==> config.mk <==
export PLATFORM = sky130hd
export DESIGN_NAME = hilbert_symbol_at_prime
export DESIGN_NICKNAME = d
export VERILOG_FILES = /design/src/rtl/core/hsp_pkg.sv /design/src/rtl/core/hilbert_symbol_at_prime.sv /design/src/rtl/core/hsp_divider.sv
export SDC_FILE = /design/constraint.sdc
export NUM_CORES = 1
export LEC_CHECK = 0
export BUFFER_PORTS_ARGS = -buffer_cell sky130_fd_sc_hd__buf_2
export CORE_MARGIN = 2
export CORE_UTILIZATION = 40
export CTS_CLUSTER_DIAMETER = 40
export DETAILED_ROUTE_END_ITERATION = 12
export HOLD_SLACK_MARGIN = 0.05
export PLACE_DENSITY = 0.64
export SYNTH_ARGS = -nofsm -noshare
export SYNTH_HDL_FRONTEND = slang
export SYNTH_SLANG_ARGS = --single-unit
==> constraint.sdc <==
create_clock -name aclk -period 8 [get_ports aclk]
set_input_delay 1.2 -clock aclk [delete_from_list [all_inputs] [get_ports aclk]]
set_output_delay 1.2 -clock aclk [all_outputs]
set_load 0.02 [all_outputs]
==> src/rtl/core/hsp_pkg.sv <==
// Package: types and constants of the Hilbert symbol block
`timescale 1ns / 1ps
package hsp_pkg;

    localparam int VALUE_WIDTH_DEF = 64;
    localparam int PRIME_WIDTH_DEF = 32;

    typedef struct packed {
        logic signed [63:0] value_a;
        logic signed [63:0] value_b;
        logic [31:0]        prime;
    } hsp_in_t;

    typedef struct packed {
        logic is_minus_one;
        logic bad_operand;
    } hsp_out_t;

    typedef enum logic [2:0] {
        ST_IDLE,
        ST_DIV_A,
        ST_DIV_B,
        ST_JAC,
        ST_JDIV,
        ST_DONE
    } hsp_state_t;

endpackage

==> src/rtl/core/hilbert_symbol_at_prime.sv <==
// Top level: Hilbert symbol (a,b)_p of two integers at a prime
// One item at a time. Each division by p runs in the shared divider
// (DW is the wider of VALUE_WIDTH and PRIME_WIDTH); an operand with valuation k takes
// k+1 divisions, then for odd p each Jacobi symbol is reduced by halving steps and by
// reduction steps in the divider. Bad operands go straight to the done state. The result
// waits in an output register and s_ready stays low until it is taken.
`timescale 1ns / 1ps
module hilbert_symbol_at_prime #(
    parameter int VALUE_WIDTH = hsp_pkg::VALUE_WIDTH_DEF,
    parameter int PRIME_WIDTH = hsp_pkg::PRIME_WIDTH_DEF
) (
    input  logic             aclk,
    input  logic             aresetn,
    input  logic             s_valid,
    output logic             s_ready,
    input  hsp_pkg::hsp_in_t  s_data,
    output logic             m_valid,
    input  logic             m_ready,
    output hsp_pkg::hsp_out_t m_data
);
    import hsp_pkg::*;

    localparam int VW = VALUE_WIDTH;
    localparam int PW = PRIME_WIDTH;
    localparam int DW = (VW > PW) ? VW : PW;

    hsp_state_t state_reg, state_next;

    logic [VW-1:0] b_reg, b_next;
    logic [PW-1:0] p_reg, p_next;
    logic [DW-1:0] mag_reg, mag_next;
    logic [DW-1:0] x_reg, x_next;
    logic [DW-1:0] n_reg, n_next;
    logic [PW-1:0] rem_a_reg, rem_a_next;
    logic [1:0]    bits_a_reg, bits_a_next;
    logic          neg_a_reg, neg_a_next;
    logic          neg_b_reg, neg_b_next;
    logic          vpar_a_reg, vpar_a_next;
    logic          vpar_b_reg, vpar_b_next;
    logic          flip_reg, flip_next;
    logic          sel_b_reg, sel_b_next;
    logic          ns_a_reg, ns_a_next;
    logic          res_reg, res_next;
    logic          bad_reg, bad_next;

    logic          div_start;
    logic [DW-1:0] div_dividend;
    logic [PW-1:0] div_divisor;
    logic          div_done;
    logic [DW-1:0] div_quot;
    logic [PW-1:0] div_rem;

    logic [63:0]   p_wide;
    logic [VW-1:0] a_in, b_in;
    logic [PW-1:0] p_in;
    logic          in_bad;
    logic          div_zero;
    logic [DW-1:0] mag_signed;
    logic [1:0]    bits_cur;
    logic          is_p2, is_peven;
    logic          ns_cur;
    logic [DW-1:0] x_adj_a, x_adj_b;
    logic [DW-1:0] p_ext;

    function automatic logic [VW-1:0] abs_val(input logic [VW-1:0] v);
        return v[VW-1] ? (~v + 1'b1) : v;
    endfunction

    hsp_divider #(.DW(DW), .PW(PW)) u_div (
        .aclk      (aclk),
        .aresetn   (aresetn),
        .start     (div_start),
        .dividend  (div_dividend),
        .divisor   (div_divisor),
        .done      (div_done),
        .quotient  (div_quot),
        .remainder (div_rem)
    );

    always_comb begin
        p_wide   = {32'd0, s_data.prime};
        a_in     = s_data.value_a[VW-1:0];
        b_in     = s_data.value_b[VW-1:0];
        p_in     = p_wide[PW-1:0];
        in_bad   = (a_in == '0) || (b_in == '0) || (p_in < PW'(2));
        div_zero = (div_rem == '0);
        p_ext    = DW'(p_reg);
        is_p2    = (p_reg == PW'(2));
        is_peven = !p_reg[0];
        ns_cur   = (n_reg == DW'(1)) && flip_reg;
        x_adj_a  = (neg_a_reg && rem_a_reg != '0) ? DW'(p_reg - rem_a_reg) : DW'(rem_a_reg);
        x_adj_b  = (neg_b_reg && div_rem != '0) ? DW'(p_reg - div_rem) : DW'(div_rem);
    end

    always_comb begin
        mag_signed = '0;
        if (state_reg == ST_DIV_A) begin
            mag_signed = neg_a_reg ? (~mag_reg + 1'b1) : mag_reg;
        end else begin
            mag_signed = neg_b_reg ? (~mag_reg + 1'b1) : mag_reg;
        end
        bits_cur = mag_signed[2:1];
    end

    // next state
    always_comb begin
        state_next = state_reg;
        case (state_reg)
            ST_IDLE: begin
                if (s_valid) begin
                    state_next = in_bad ? ST_DONE : ST_DIV_A;
                end
            end
            ST_DIV_A: begin
                if (div_done && !div_zero) begin
                    state_next = ST_DIV_B;
                end
            end
            ST_DIV_B: begin
                if (div_done && !div_zero) begin
                    state_next = (is_p2 || is_peven) ? ST_DONE : ST_JAC;
                end
            end
            ST_JAC: begin
                if (x_reg == '0) begin
                    if (sel_b_reg) begin
                        state_next = ST_DONE;
                    end
                end else if (x_reg[0]) begin
                    state_next = ST_JDIV;
                end
            end
            ST_JDIV: begin
                if (div_done) begin
                    state_next = ST_JAC;
                end
            end
            ST_DONE: begin
                if (m_ready) begin
                    state_next = ST_IDLE;
                end
            end
            default: state_next = ST_IDLE;
        endcase
    end

    // datapath and outputs
    always_comb begin
        b_next      = b_reg;
        p_next      = p_reg;
        mag_next    = mag_reg;
        x_next      = x_reg;
        n_next      = n_reg;
        rem_a_next  = rem_a_reg;
        bits_a_next = bits_a_reg;
        neg_a_next  = neg_a_reg;
        neg_b_next  = neg_b_reg;
        vpar_a_next = vpar_a_reg;
        vpar_b_next = vpar_b_reg;
        flip_next   = flip_reg;
        sel_b_next  = sel_b_reg;
        ns_a_next   = ns_a_reg;
        res_next    = res_reg;
        bad_next    = bad_reg;
        div_start    = 1'b0;
        div_dividend = mag_reg;
        div_divisor  = p_reg;
        case (state_reg)
            ST_IDLE: begin
                if (s_valid) begin
                    b_next      = b_in;
                    p_next      = p_in;
                    neg_a_next  = a_in[VW-1];
                    neg_b_next  = b_in[VW-1];
                    vpar_a_next = 1'b0;
                    vpar_b_next = 1'b0;
                    mag_next    = DW'(abs_val(a_in));
                    bad_next    = in_bad;
                    res_next    = 1'b0;
                    div_start    = !in_bad;
                    div_dividend = DW'(abs_val(a_in));
                    div_divisor  = p_in;
                end
            end
            ST_DIV_A: begin
                if (div_done) begin
                    div_start = 1'b1;
                    if (div_zero) begin
                        mag_next     = div_quot;
                        vpar_a_next  = !vpar_a_reg;
                        div_dividend = div_quot;
                    end else begin
                        rem_a_next   = div_rem;
                        bits_a_next  = bits_cur;
                        mag_next     = DW'(abs_val(b_reg));
                        div_dividend = DW'(abs_val(b_reg));
                    end
                end
            end
            ST_DIV_B: begin
                if (div_done) begin
                    if (div_zero) begin
                        div_start    = 1'b1;
                        mag_next     = div_quot;
                        vpar_b_next  = !vpar_b_reg;
                        div_dividend = div_quot;
                    end else if (is_p2) begin
                        res_next = (bits_a_reg[0] & bits_cur[0])
                                 ^ (vpar_a_reg & (bits_cur[0] ^ bits_cur[1]))
                                 ^ (vpar_b_reg & (bits_a_reg[0] ^ bits_a_reg[1]));
                    end else if (is_peven) begin
                        res_next = 1'b0;
                    end else begin
                        mag_next   = x_adj_b;
                        x_next     = x_adj_a;
                        n_next     = p_ext;
                        flip_next  = 1'b0;
                        sel_b_next = 1'b0;
                    end
                end
            end
            ST_JAC: begin
                if (x_reg == '0) begin
                    if (!sel_b_reg) begin
                        ns_a_next  = ns_cur;
                        x_next     = mag_reg;
                        n_next     = p_ext;
                        flip_next  = 1'b0;
                        sel_b_next = 1'b1;
                    end else begin
                        res_next = (vpar_b_reg & ns_a_reg) ^ (vpar_a_reg & ns_cur)
                                 ^ (vpar_a_reg & vpar_b_reg & p_reg[0] & p_reg[1]);
                    end
                end else if (!x_reg[0]) begin
                    x_next = x_reg >> 1;
                    if (n_reg[2:0] == 3'd3 || n_reg[2:0] == 3'd5) begin
                        flip_next = !flip_reg;
                    end
                end else begin
                    n_next = x_reg;
                    if (x_reg[1:0] == 2'd3 && n_reg[1:0] == 2'd3) begin
                        flip_next = !flip_reg;
                    end
                    div_start    = 1'b1;
                    div_dividend = n_reg;
                    div_divisor  = x_reg[PW-1:0];
                end
            end
            ST_JDIV: begin
                if (div_done) begin
                    x_next = DW'(div_rem);
                end
            end
            default: begin
            end
        endcase
    end

    always_ff @(posedge aclk) begin
        b_reg      <= b_next;
        p_reg      <= p_next;
        mag_reg    <= mag_next;
        x_reg      <= x_next;
        n_reg      <= n_next;
        rem_a_reg  <= rem_a_next;
        bits_a_reg <= bits_a_next;
        neg_a_reg  <= neg_a_next;
        neg_b_reg  <= neg_b_next;
        vpar_a_reg <= vpar_a_next;
        vpar_b_reg <= vpar_b_next;
        flip_reg   <= flip_next;
        sel_b_reg  <= sel_b_next;
        ns_a_reg   <= ns_a_next;
        res_reg    <= res_next;
        bad_reg    <= bad_next;
        if (!aresetn) begin
            state_reg <= ST_IDLE;
        end else begin
            state_reg <= state_next;
        end
    end

    assign s_ready             = (state_reg == ST_IDLE);
    assign m_valid             = (state_reg == ST_DONE);
    assign m_data.is_minus_one = res_reg;
    assign m_data.bad_operand  = bad_reg;

endmodule

==> src/rtl/core/hsp_divider.sv <==
// Restoring divider: one quotient bit per cycle
`timescale 1ns / 1ps
module hsp_divider #(
    parameter int DW = 64,
    parameter int PW = 32
) (
    input  logic          aclk,
    input  logic          aresetn,
    input  logic          start,
    input  logic [DW-1:0] dividend,
    input  logic [PW-1:0] divisor,
    output logic          done,
    output logic [DW-1:0] quotient,
    output logic [PW-1:0] remainder
);
    localparam int CW = $clog2(DW + 1);

    logic [DW-1:0] q_reg, q_next;
    logic [PW-1:0] r_reg, r_next;
    logic [PW-1:0] d_reg, d_next;
    logic [CW-1:0] cnt_reg, cnt_next;
    logic          busy_reg, busy_next;
    logic          done_reg, done_next;
    logic [PW:0]   shifted;
    logic [PW:0]   diff;
    logic          ge;

    always_comb begin
        shifted = {r_reg, q_reg[DW-1]};
        diff    = shifted - {1'b0, d_reg};
        ge      = shifted >= {1'b0, d_reg};
    end

    always_comb begin
        q_next    = q_reg;
        r_next    = r_reg;
        d_next    = d_reg;
        cnt_next  = cnt_reg;
        busy_next = busy_reg;
        done_next = 1'b0;
        if (start) begin
            q_next    = dividend;
            r_next    = '0;
            d_next    = divisor;
            cnt_next  = '0;
            busy_next = 1'b1;
        end else if (busy_reg) begin
            q_next   = {q_reg[DW-2:0], ge};
            r_next   = ge ? diff[PW-1:0] : shifted[PW-1:0];
            cnt_next = cnt_reg + 1'b1;
            if (cnt_reg == CW'(DW - 1)) begin
                busy_next = 1'b0;
                done_next = 1'b1;
            end
        end
    end

    always_ff @(posedge aclk) begin
        q_reg   <= q_next;
        r_reg   <= r_next;
        d_reg   <= d_next;
        cnt_reg <= cnt_next;
        if (!aresetn) begin
            busy_reg <= 1'b0;
            done_reg <= 1'b0;
        end else begin
            busy_reg <= busy_next;
            done_reg <= done_next;
        end
    end

    assign done      = done_reg;
    assign quotient  = q_reg;
    assign remainder = r_reg;

endmodule

==> results.toml <==
[power]
leakage_uw = 0.0138
total_power_uw = 18000
vdd_ir_drop_max_uv = 256
powerDensity_nw_per_um2 = 481

[worst_setup_path]
cp_slowest_stage_delay_ns = 0.85
critPathMostFrequentCell = "nor2_1"
path_cells = "buf_2, nor4_1, nand4_1, nor2_1, nor2_1, o41ai_4, o21a_4, inv_4, nor2_1, a31oi_4, buf_4"
worstSetupPathType = "in -> reg"
path_max_fanout = 68
critPathSlowestCell = "nor4_1"
endpoint_kind = "flip-flop"
cp_data_required_time_ns = 8.24
cp.arrival_ns = 5.48
start_kind = "input port"

[drt]
wl_met1_um = 51400
drt-vias-per-instance = 6.43
wl_met2_um = 54700
top_layer = "met4"
drt-initial-drc-count = 4431
vias = 30300
first_pass_iters = 7
met3WireLength_um = 13600
antenna_left = 0
remaining_drc_errors = 0
wl_per_cell_um = 26.9
wirelength_um = 127000

[sta]
fin_worst_skew_ns = 0.0443
drv_slew = 0
rsz0062_at_grt = "false"
fin_hold_ws_ns = 0.521
fin_crit_ns = 5.24
setup_violations = 0
hold_violations = 0
setup_tns_ns = 0
relSlewSlack_pct = 22.8
fmax_mhz = 191
period_share_pct = 65.5
tightest_slew_ns = 1.16

[global_route]
antenna_found_initial = 3
grtUsageTotal_pct = 29.6
grt-ovfl-total = 0
grt_pass1_wl_um = 186000
grt_max_degree = 135
grt_pass1_vias = 28000

[clocking]
clk_latency_ns = 0.66
cts_buffers = 92
clock_sinks = 470
cts_root_buf = "clkbuf_16"
post_cts.repair.setup_buffers = 0
clkSlewWorstSetupHoldPaths_ns = 0.06
cts_buffer_depth = 3
cts_resized = 0
cts_tree = "done"
htree_levels = 3
hold_buffers = 0

[logic_synthesis]
syn_inst = 3489
netlist-cell-type-count = 103
synthArstFlopShare_pct = 0
syn_area_um2 = 32600
yosysSeqAreaShare_pct = 42.0
ys.warnings.count = 0
synth_edf_count = 426
synth_seq_cells = 470
yosys_most_used_dff = "edfxtp_1"
syn_area_per_cell_um2 = 9.33
syn_nets = 3756

[die]
die-area_um2 = 83700
ios = 168
rows = 104
die_w_um = 289
initial_core_util_pct = 40.4
core_area_um2 = 80500
die_y_um = 289

[min_path]
hold_path_class = "reg -> reg"

[finish]
finalNetCount = 3851
drive_gt1_share_pct = 14.4
utilization_pct = 46.5
synthToLayoutAreaGrowth_pct = 14.9
n_antenna_cell = 0
stdcell_count = 4722

[status]
status = "finished clean"

[placement]
gp_congestion = 0.965
post-place-cells = 4550
dp_hpwl_um = 89500
io_buffers = 167

[flow_run]
maxCapViolCount = 0
==> layout by cell type, fill, tap and decap left out, drive strengths merged, types with 59 or more instances in the layout <==
cell type / instances
a21o: 60
a21oi: 300
buf: 223
clkbuf: 103
edfxtp: 426
ha: 100
inv: 160
mux2: 72
nand2: 307
nor2: 273
nor4: 92
o211ai: 73
o21ai: 299
o31ai: 59
xor2: 135
==> cell type report <==
class	instances	area, µm²
fill	7676	43100
multi-input combinational	2655	17500
sequential	470	13700
clock buffer	103	2380
tap	1060	1330
timing repair buffer	223	1270
clock inverter	69	706
inverter	142	537
==> cells by family (layout without fill, tap and decap cells) <==
group / count (synthesis) / after routing / synth area share [%]
compound gates: 1202 / 1202 / 24.4
simple gates: 1033 / 1033 / 15.7
flops: 470 / 470 / 42.0
buf+inv: 364 / 537 / 4.58
xor+xnor: 191 / 191 / 5.14
mux: 126 / 126 / 4.15
fa+ha+maj: 103 / 103 / 4.03
==> where the power goes <==
group / switching (µW) / internal (µW)
registers: 1240 / 4250
clock network: 1450 / 2410
logic: 5530 / 3130
total: 8220 / 9790
==> worst paths after layout <==
kind	start	end	slack, ns	cells after the start
worst min register to register	u_div.cnt_reg[3]	u_div.done	0.52	2
worst max register to register	u_div.remainder[5]	u_div.quotient[37]	3.01	10
worst min-delay path	u_div.cnt_reg[3]	u_div.done	0.52	2
worst max-delay path	s_data[23]	u_div.quotient[37]	2.76	11
==> cell usage after synthesis, drive strengths merged (20+ instances only) <==
library cell	count	area share, %
a211oi	46	1.1
a21o	60	1.4
a21oi	300	4.6
a221o	40	1.2
a221oi	23	0.62
a222oi	39	1.2
a22oi	47	1.1
a31oi	41	0.79
and2	43	0.83
buf	43	0.67
clkbuf	179	2.3
dfxtp	44	2.7
edfxtp	426	39
ha	100	3.8
inv	141	1.6
mux2	72	2.5
mux2i	54	1.7
nand2	307	3.6
nand3	52	0.80
nand4	38	0.84
nor2	273	3.1
nor2b	35	0.67
nor3	56	0.93
nor4	92	1.9
o211ai	73	1.7
o21a	20	0.48
o21ai	299	4.6
o31ai	59	1.4
o41ai	29	0.91
or3	33	0.66
or4	21	0.51
xnor2	56	1.5
xor2	135	3.6
==> layer usage <==
metal | vias up | track usage (%)
met3 | 299 | 5.14
li1 | 13600 | -
met1 | 14500 | 40.8
met4 | 0 | 15.5
met2 | 1918 | 44.5
met5 | - | 0
==> stage by stage <==
step	setup slack, ns	instance area, µm²
after global placement	2.08	34300
after global routing	2.65	37400
after floorplan	1.50	32600
after detailed placement	2.08	34300
after CTS	2.73	37400
final	2.76	37400
==> critical path, delay by kind of cell <==
family          cells  cell delay (ns)
compound gates      3             0.74
simple gates        5             2.42
buf+inv             3             1.05
Power figures use the tool's default switching activity.
